===== config.mk =====
export PLATFORM = sky130hd
export DESIGN_NAME = minimal_set_family_insert_core_flat
export DESIGN_NICKNAME = d
export VERILOG_FILES = /design/src/rtl/msfi_pkg.sv /design/src/rtl/msfi_in_if.sv /design/src/rtl/msfi_out_if.sv /design/src/rtl/msfi_ctrl.sv /design/src/rtl/msfi_dp.sv /design/src/rtl/minimal_set_family_insert_core.sv /design/src/flat_wrapper.sv
export SDC_FILE = /design/constraint.sdc
export NUM_CORES = 2
export LEC_CHECK = 0
export BUFFER_PORTS_ARGS = -buffer_cell sky130_fd_sc_hd__buf_2
export CELL_PAD_IN_SITES_DETAIL_PLACEMENT = 1
export CELL_PAD_IN_SITES_GLOBAL_PLACEMENT = 2
export CORE_MARGIN = 3
export CORE_UTILIZATION = 48
export CTS_CLUSTER_DIAMETER = 50
export DETAILED_ROUTE_END_ITERATION = 7
export PLACE_DENSITY_LB_ADDON = 0.05
export SYNTH_ARGS = -nofsm -noshare
export SYNTH_HDL_FRONTEND = slang
export SYNTH_SLANG_ARGS = --single-unit
export TNS_END_PERCENT = 1

===== constraint.sdc =====
create_clock -name clk -period 5.7 [get_ports clk]
set_clock_uncertainty 0.15 [all_clocks]
set_input_delay 0.855 -clock clk [delete_from_list [all_inputs] [get_ports clk]]
set_output_delay 0.855 -clock clk [all_outputs]
set_load 0.01 [all_outputs]

===== src/rtl/msfi_pkg.sv =====
// types, constants and codes of the minimal set family insert block
package msfi_pkg;

  localparam int ENTRIES  = 64;
  localparam int ELEMENTS = 32;
  localparam int MASK_W   = 32;
  localparam int IDX_W    = 6;
  localparam int STAT_W   = 3;
  localparam int AW       = $clog2(ENTRIES);
  localparam int CW       = $clog2(ENTRIES + 1);
  localparam int CMP_W    = (CW > IDX_W) ? CW : IDX_W;

  localparam logic [MASK_W-1:0] ELEM_MASK  = MASK_W'((65'd1 << ELEMENTS) - 65'd1);
  localparam logic [CW-1:0]     FULL_COUNT = CW'(ENTRIES);

  typedef enum logic [STAT_W-1:0] {
    ST_INSERTED = 3'd0,
    ST_COVERED  = 3'd1,
    ST_FULL     = 3'd2,
    ST_READ_OK  = 3'd3,
    ST_RANGE    = 3'd4
  } status_t;

  typedef enum logic {
    CMD_INSERT = 1'b0,
    CMD_READ   = 1'b1
  } cmd_t;

  typedef enum logic [2:0] {
    S_IDLE,
    S_DECODE,
    S_READ_WAIT,
    S_SCAN,
    S_DONE
  } state_t;

  typedef struct packed {
    logic capture;
    logic rd_entry;
    logic rd_scan;
    logic finish;
  } ctrl_t;

  typedef struct packed {
    cmd_t cmd;
    logic scan_end;
    logic out_free;
  } stat_t;

endpackage


===== src/rtl/msfi_in_if.sv =====
// command channel interface
interface msfi_in_if;
  logic                           valid;
  logic                           ready;
  logic                           cmd;
  logic [msfi_pkg::MASK_W-1:0]    set_mask;
  logic [msfi_pkg::IDX_W-1:0]     read_index;

  modport source (output valid, cmd, set_mask, read_index, input ready);
  modport sink   (input valid, cmd, set_mask, read_index, output ready);
endinterface


===== src/rtl/msfi_out_if.sv =====
// result channel interface
interface msfi_out_if;
  logic                           valid;
  logic                           ready;
  logic [msfi_pkg::STAT_W-1:0]    status;
  logic [msfi_pkg::MASK_W-1:0]    entry_mask;
  logic [msfi_pkg::CW-1:0]        family_count;

  modport source (output valid, status, entry_mask, family_count, input ready);
  modport sink   (input valid, status, entry_mask, family_count, output ready);
endinterface


===== src/rtl/msfi_ctrl.sv =====
// sequencing state machine for reads and insert scans
module msfi_ctrl (
  input  logic             clk,
  input  logic             rst_n,
  input  logic             in_valid,
  output logic             in_ready,
  input  msfi_pkg::stat_t  stat,
  output msfi_pkg::ctrl_t  ctl
);

  msfi_pkg::state_t state_r, state_nxt;

  always_ff @(posedge clk) begin
    if (!rst_n) begin
      state_r <= msfi_pkg::S_IDLE;
    end else begin
      state_r <= state_nxt;
    end
  end

  always_comb begin
    state_nxt = state_r;
    ctl       = '0;
    in_ready  = 1'b0;
    case (state_r)
      msfi_pkg::S_IDLE: begin
        in_ready = 1'b1;
        if (in_valid) begin
          ctl.capture = 1'b1;
          state_nxt   = msfi_pkg::S_DECODE;
        end
      end
      msfi_pkg::S_DECODE: begin
        if (stat.cmd == msfi_pkg::CMD_READ) begin
          ctl.rd_entry = 1'b1;
          state_nxt    = msfi_pkg::S_READ_WAIT;
        end else begin
          state_nxt = msfi_pkg::S_SCAN;
        end
      end
      msfi_pkg::S_READ_WAIT: begin
        state_nxt = msfi_pkg::S_DONE;
      end
      msfi_pkg::S_SCAN: begin
        // last read data is evaluated in the cycle that sees the end
        if (stat.scan_end) begin
          state_nxt = msfi_pkg::S_DONE;
        end else begin
          ctl.rd_scan = 1'b1;
        end
      end
      msfi_pkg::S_DONE: begin
        if (stat.out_free) begin
          ctl.finish = 1'b1;
          state_nxt  = msfi_pkg::S_IDLE;
        end
      end
      default: begin
        state_nxt = msfi_pkg::S_IDLE;
      end
    endcase
  end

endmodule


===== src/rtl/msfi_dp.sv =====
// table memory, compare and compaction datapath, result register
module msfi_dp (
  input  logic                          clk,
  input  logic                          rst_n,
  input  msfi_pkg::ctrl_t               ctl,
  output msfi_pkg::stat_t               stat,
  input  logic                          in_cmd,
  input  logic [msfi_pkg::MASK_W-1:0]   in_set_mask,
  input  logic [msfi_pkg::IDX_W-1:0]    in_read_index,
  input  logic                          out_ready,
  output logic                          out_valid,
  output logic [msfi_pkg::STAT_W-1:0]   out_status,
  output logic [msfi_pkg::MASK_W-1:0]   out_entry_mask,
  output logic [msfi_pkg::CW-1:0]       out_family_count
);

  logic [msfi_pkg::MASK_W-1:0] mem [msfi_pkg::ENTRIES];

  msfi_pkg::cmd_t               cmd_r;
  logic [msfi_pkg::MASK_W-1:0]  mask_r;
  logic [msfi_pkg::IDX_W-1:0]   idx_r;
  logic [msfi_pkg::CW-1:0]      count_r;
  logic [msfi_pkg::CW-1:0]      rptr_r;
  logic [msfi_pkg::CW-1:0]      kept_r;
  logic                         chk_r;
  logic                         covered_r;
  logic                         super_r;
  logic [msfi_pkg::MASK_W-1:0]  rd_data_r;
  logic                         out_valid_r;
  msfi_pkg::status_t            out_status_r;
  logic [msfi_pkg::MASK_W-1:0]  out_entry_r;
  logic [msfi_pkg::CW-1:0]      out_count_r;

  logic                         rd_en;
  logic [msfi_pkg::AW-1:0]      rd_addr;
  logic                         is_sub;
  logic                         is_strict_super;
  logic                         scan_wr;
  logic                         in_range;
  logic                         ins_ok;
  logic                         wr_en;
  logic [msfi_pkg::AW-1:0]      wr_addr;
  logic [msfi_pkg::MASK_W-1:0]  wr_data;
  msfi_pkg::status_t            status_nxt;
  logic [msfi_pkg::MASK_W-1:0]  entry_nxt;
  logic [msfi_pkg::CW-1:0]      count_nxt;

  assign rd_en   = ctl.rd_entry | ctl.rd_scan;
  assign rd_addr = ctl.rd_entry ? msfi_pkg::AW'(idx_r) : rptr_r[msfi_pkg::AW-1:0];

  // stored entry inside the mask covers it; strict superset is dropped
  assign is_sub          = (rd_data_r & ~mask_r) == '0;
  assign is_strict_super = ((mask_r & ~rd_data_r) == '0) && !is_sub;
  // survivors move down to the compaction pointer, which never passes the read pointer
  assign scan_wr         = chk_r && !is_strict_super;

  assign in_range = msfi_pkg::CMP_W'(idx_r) < msfi_pkg::CMP_W'(count_r);
  assign ins_ok   = !covered_r && (super_r || (count_r != msfi_pkg::FULL_COUNT));

  always_comb begin
    status_nxt = msfi_pkg::ST_INSERTED;
    entry_nxt  = '0;
    count_nxt  = count_r;
    if (cmd_r == msfi_pkg::CMD_READ) begin
      if (in_range) begin
        status_nxt = msfi_pkg::ST_READ_OK;
        entry_nxt  = rd_data_r;
      end else begin
        status_nxt = msfi_pkg::ST_RANGE;
      end
    end else if (covered_r) begin
      status_nxt = msfi_pkg::ST_COVERED;
    end else if (!ins_ok) begin
      status_nxt = msfi_pkg::ST_FULL;
    end else begin
      count_nxt = kept_r + msfi_pkg::CW'(1);
    end
  end

  always_comb begin
    wr_en   = 1'b0;
    wr_addr = kept_r[msfi_pkg::AW-1:0];
    wr_data = rd_data_r;
    if (ctl.finish) begin
      wr_en   = (cmd_r == msfi_pkg::CMD_INSERT) && ins_ok;
      wr_data = mask_r;
    end else if (scan_wr) begin
      wr_en = 1'b1;
    end
  end

  always_ff @(posedge clk) begin
    if (rd_en) begin
      rd_data_r <= mem[rd_addr];
    end
    if (wr_en) begin
      mem[wr_addr] <= wr_data;
    end
  end

  always_ff @(posedge clk) begin
    if (ctl.capture) begin
      cmd_r  <= msfi_pkg::cmd_t'(in_cmd);
      mask_r <= in_set_mask & msfi_pkg::ELEM_MASK;
      idx_r  <= in_read_index;
    end
    if (ctl.finish) begin
      out_status_r <= status_nxt;
      out_entry_r  <= entry_nxt;
      out_count_r  <= count_nxt;
    end
  end

  always_ff @(posedge clk) begin
    if (!rst_n) begin
      count_r     <= '0;
      rptr_r      <= '0;
      kept_r      <= '0;
      chk_r       <= 1'b0;
      covered_r   <= 1'b0;
      super_r     <= 1'b0;
      out_valid_r <= 1'b0;
    end else begin
      chk_r <= ctl.rd_scan;
      if (ctl.capture) begin
        rptr_r    <= '0;
        kept_r    <= '0;
        covered_r <= 1'b0;
        super_r   <= 1'b0;
      end else begin
        if (ctl.rd_scan) begin
          rptr_r <= rptr_r + msfi_pkg::CW'(1);
        end
        if (chk_r) begin
          covered_r <= covered_r | is_sub;
          super_r   <= super_r | is_strict_super;
        end
        if (scan_wr) begin
          kept_r <= kept_r + msfi_pkg::CW'(1);
        end
      end
      if (ctl.finish) begin
        count_r     <= count_nxt;
        out_valid_r <= 1'b1;
      end else if (out_ready) begin
        out_valid_r <= 1'b0;
      end
    end
  end

  assign stat.cmd      = cmd_r;
  assign stat.scan_end = (rptr_r == count_r);
  assign stat.out_free = !out_valid_r || out_ready;

  assign out_valid        = out_valid_r;
  assign out_status       = out_status_r;
  assign out_entry_mask   = out_entry_r;
  assign out_family_count = out_count_r;

endmodule


===== src/rtl/minimal_set_family_insert_core.sv =====
// top level of the minimal set family insert block
//
// in_ch carries one command per transaction: an insert of set_mask
// (cmd 0) or a read of the table entry at read_index (cmd 1). out_ch
// returns exactly one result per command: status, entry_mask and the
// family count after the command.
// A read passes the decode, read-wait and done states. An insert scans
// every held entry once through the table's single read port, so its
// result time grows with the family count.
// Commands are handled one at a time; in_ch.ready is high again in the
// cycle after the result is loaded into the output register.
// The output register holds a finished result while out_ch.ready is
// low; the next command can be accepted and worked on meanwhile, and
// only its final step waits for the register to free.
// Synchronous active-low reset empties the family and drops any
// pending result; table contents are not cleared, only the count.
module minimal_set_family_insert_core (
  input  logic         clk,
  input  logic         rst_n,
  msfi_in_if.sink      in_ch,
  msfi_out_if.source   out_ch
);

  msfi_pkg::ctrl_t ctl;
  msfi_pkg::stat_t stat;

  msfi_ctrl u_ctrl (
    .clk      (clk),
    .rst_n    (rst_n),
    .in_valid (in_ch.valid),
    .in_ready (in_ch.ready),
    .stat     (stat),
    .ctl      (ctl)
  );

  msfi_dp u_dp (
    .clk              (clk),
    .rst_n            (rst_n),
    .ctl              (ctl),
    .stat             (stat),
    .in_cmd           (in_ch.cmd),
    .in_set_mask      (in_ch.set_mask),
    .in_read_index    (in_ch.read_index),
    .out_ready        (out_ch.ready),
    .out_valid        (out_ch.valid),
    .out_status       (out_ch.status),
    .out_entry_mask   (out_ch.entry_mask),
    .out_family_count (out_ch.family_count)
  );

endmodule


===== src/flat_wrapper.sv =====
// flat-port wrapper written by rule: the top's interface ports become plain ports
module minimal_set_family_insert_core_flat 
  (clk, rst_n, in_ch_valid, in_ch_cmd, in_ch_set_mask, in_ch_read_index, in_ch_ready, out_ch_valid, out_ch_status, out_ch_entry_mask, out_ch_family_count, out_ch_ready);
  msfi_in_if in_ch_i ();
  msfi_out_if out_ch_i ();
  input  logic clk;
  input  logic rst_n;
  input wire logic [$bits(in_ch_i.valid)-1:0] in_ch_valid;
  input wire logic [$bits(in_ch_i.cmd)-1:0] in_ch_cmd;
  input wire logic [$bits(in_ch_i.set_mask)-1:0] in_ch_set_mask;
  input wire logic [$bits(in_ch_i.read_index)-1:0] in_ch_read_index;
  output wire logic [$bits(in_ch_i.ready)-1:0] in_ch_ready;
  output wire logic [$bits(out_ch_i.valid)-1:0] out_ch_valid;
  output wire logic [$bits(out_ch_i.status)-1:0] out_ch_status;
  output wire logic [$bits(out_ch_i.entry_mask)-1:0] out_ch_entry_mask;
  output wire logic [$bits(out_ch_i.family_count)-1:0] out_ch_family_count;
  input wire logic [$bits(out_ch_i.ready)-1:0] out_ch_ready;
  assign in_ch_i.valid = in_ch_valid;
  assign in_ch_i.cmd = in_ch_cmd;
  assign in_ch_i.set_mask = in_ch_set_mask;
  assign in_ch_i.read_index = in_ch_read_index;
  assign in_ch_ready = in_ch_i.ready;
  assign out_ch_valid = out_ch_i.valid;
  assign out_ch_status = out_ch_i.status;
  assign out_ch_entry_mask = out_ch_i.entry_mask;
  assign out_ch_family_count = out_ch_i.family_count;
  assign out_ch_i.ready = out_ch_ready;
  minimal_set_family_insert_core u_core (.clk(clk), .rst_n(rst_n), .in_ch(in_ch_i), .out_ch(out_ch_i));
endmodule

==> flow_summary.ini <==
[route]
route.detailed.drc = 0
vias_per_cell = 6.50
totalWireLength_microns = 304000
drtIter0Drc = 7199
postRouteAntennaNets = 0
wl_per_cell_microns = 37.2
dr.pass1.iters = 6
num_vias = 53200

[critical_path]
crit_start = u_core.u_ctrl.state_r[0]
crit_arrival_ns = 5.82
worst_r2r_path_depth = 8
crit_type = reg2reg
startpoint_type = flop
reg2reg_from = u_core.u_ctrl.state_r[0]
required_ns = 6.29
crit_path_max_fanout = 26
reg2reg_slack_ns = 0.46
reg2reg_to = u_core.u_dp.rd_data_r[29]
setup.worst_path.end_class = flop

[die]
num_io_pins = 87
core_area_sq_um = 176000
rows = 154
die_width_microns = 428
die_h_microns = 428
start_util = 0.484
die_area_sq_um = 183000

[finish]
drive_gt1_frac = 0.162
register_area_sq_um = 65500
nets = 5679
areaGrowthSynthToFinish_pct = 15.8
utilization = 0.561
fill_cells = 16100
multi_input_area_sq_um = 19300

[sta]
min_period_over_period = 0.918
finalSetupTns_ns = 0
drv_slew = 0
hold_ws_ns = 0.0509
timing.final.ws_setup_ns = 0.465
maxSlewHeadroom = 0.0382
tightest_slew_ns = 1.44
grt_setup_unrepaired = false
hold_viol_final = 0
min_period_ns = 5.24
fmaxAchievable_mhz = 191
final-setup-viol-count = 0

[power]
seqPwrFrac = 0.524
combPwrFrac = 0.049
p_clk_frac = 0.427
p_sw_w = 0.00778
p_int_w = 0.0264
leakage_nw = 32.9
ir_worst_vdd_v = 0.000299
swShare = 0.228
p_per_area_nw_per_um2 = 346

[place]
place.port_buffers = 86
place_congestion = 0.850
hpwl_microns = 179000
dp_slack_ns = 0.467

[synthesis]
syn_inst = 5320
yosysUniqueCellTypes = 73
synth-seq-cells = 2189
yosysWarnings = 0
yosysSeqAreaShare = 0.766
ys_async_sr_fraction = 0
netlist_area_sq_um = 85500
synth_nets = 5370
ys.flop_type = edfxtp_1
synth.avg_cell_area_sq_um = 16.1
synth_edf_count = 2161

[cts]
htree_levels = 4
clkTransAtPathRegs_ns = 0.07
cts_made_buffers = 234
insertion_delay_ns = 0.89
clockRootBuffer = clkbuf_16
cts_tree = yes
post-cts-setup-buffers = 0
clock_path_buffers = 3
cts_sinks = 2189

[run_status]
outcome = finished clean

[global_route]
antenna_found_initial = 10
grt_pass1_wl_microns = 422000
grt_max_degree = 83
overflow = 0
grt_pass1_vias = 52900
grtUsageTotal = 0.328

[min_path]
worstHoldStart = in_ch_set_mask[20]
whs_path_depth = 1
holdPathEnd = u_core.u_dp.mask_r[20]
min_path_type = in2reg

[job]
maxCapViolCount = 0
critical path: stages (launching register included):
cell	delay (ns)
dfxtp_1	0.51
nor4bb_4	0.71
mux2i_4	0.90
nand2_4	0.62
buf_4	0.43
o221ai_1	0.34
a21oi_1	0.08
o21ai_0	0.97
a2111o_1	0.28
metal layers:
| metal | global-route usage | routed length, microns | up-vias |
|---|---|---|---|
| met5 | 0 | 49 | - |
| met3 | 0.0556 | 26100 | 521 |
| met2 | 0.514 | 141000 | 2622 |
| met1 | 0.463 | 124000 | 28500 |
| li1 | - | - | 21600 |
| met4 | 0.126 | 12700 | 6 |
cells by family (layout without fill, tap and decap cells):
group / count (synthesis) / count (layout) / synth area share
buffers and inverters: 360 / 873 / 0.0200
adders and majority gates: 7 / 7 / 0.00102
DFF: 2189 / 2189 / 0.766
AOI/OAI and AO/OA: 1039 / 1039 / 0.0788
xor gates and xnor gates: 22 / 22 / 0.00225
muxes: 488 / 488 / 0.0696
and+or+nand+nor: 1215 / 1215 / 0.0624
other: 0 / 3 / 0
metrics by stage:
step           cell area (sq um)  cells  total power (W)
2_1_floorplan              85500   5320           0.0191
3_3_place_gp               91200   7694           0.0198
3_5_place_dp               91300   7697           0.0199
4_1_cts                    98900   8172           0.0344
5_1_grt                    98900   8174           0.0351
6_report                   98900   8176           0.0342
cells in the final DEF (no fill, tap or decap), types with 66 or more instances in the layout:
cell       instances
nand2_1          722
o22ai_1           90
nand3_1          110
buf_12            77
o21ai_0          130
mux4_2            81
edfxtp_1        2161
clkbuf_16        236
a221oi_1          66
mux2i_1          368
a21oi_1          367
buf_4            213
clkinv_1          70
buf_2             86
nor2_4            66
flip-flops by register name, indices dropped and copies added (netlist names):
signal	count
u_core.u_dp.count_r	7
u_core.u_dp.idx_r	6
u_core.u_dp.rd_data_r	32
u_core.u_dp.super_r	1
u_core.u_dp.out_status	3
u_core.u_dp.chk_r	1
u_core.u_dp.out_entry_mask	32
u_core.u_dp.mask_r	32
u_core.u_dp.out_family_count	7
u_core.u_dp.mem	2048
u_core.u_dp.covered_r	1
u_core.u_dp.rptr_r	7
u_core.u_dp.kept_r	7
u_core.u_dp.out_valid	1
u_core.u_ctrl.state_r	3
u_core.u_dp.cmd_r	1
cells in the mapped netlist (all sizes together), types with 37 or more instances:
library cell,instances,share of area
mux2i,377,0.044
a22oi,55,0.0048
o22ai,90,0.0066
a32oi,40,0.0041
nor2,110,0.0048
nand2b,54,0.0040
a221oi,66,0.0068
nand2,749,0.033
edfxtp,2161,0.76
a21oi,367,0.021
buf,192,0.013
o21ai,147,0.0086
nor4,37,0.0027
nor3,38,0.0022
o221ai,54,0.0055
mux4,81,0.021
nand3,110,0.0064
clkbuf,146,0.0064
how the worst max path moves through the flow:
stage	end	slack [ns]	cells past startpoint
floorplan	u_core.u_dp.mem[0][2]	0.89	5
global route	u_core.u_dp.rd_data_r[17]	0.42	10
detailed placement	u_core.u_dp.rd_data_r[30]	0.47	9
global placement	u_core.u_dp.rd_data_r[2]	0.26	9
CTS	u_core.u_dp.rd_data_r[30]	0.43	9
finish	u_core.u_dp.rd_data_r[29]	0.46	8
area by class of cell:
cell class | instances | share of cell area
diodes | 3 | 0.0000759
clock buffers | 286 | 0.0616
clock inverters | 154 | 0.0121
inverters | 22 | 0.000835
multi-input cells | 2771 | 0.195
flip-flops and latches | 2189 | 0.661
well taps | 2340 | 0.0296
repair buffers | 411 | 0.0396
timing repair:
item	CTS	global route
hold endpoints to repair	35	0
hold buffers	35	0
resized for setup	0	0
setup endpoints to repair	0	0
power groups by stage:
| stage | Clock, W | Combinational (W) | Sequential, W |
|---|---|---|---|
| final | 0.0146 | 0.00167 | 0.0179 |
| after global routing | 0.0154 | 0.00175 | 0.0179 |
| after CTS | 0.0148 | 0.00165 | 0.0179 |
| after detailed placement | 0 | 0.00162 | 0.0183 |
| after global placement | 0 | 0.00159 | 0.0183 |
| after floorplan | 0 | 0.000839 | 0.0182 |
Power figures use the tool's default switching activity.
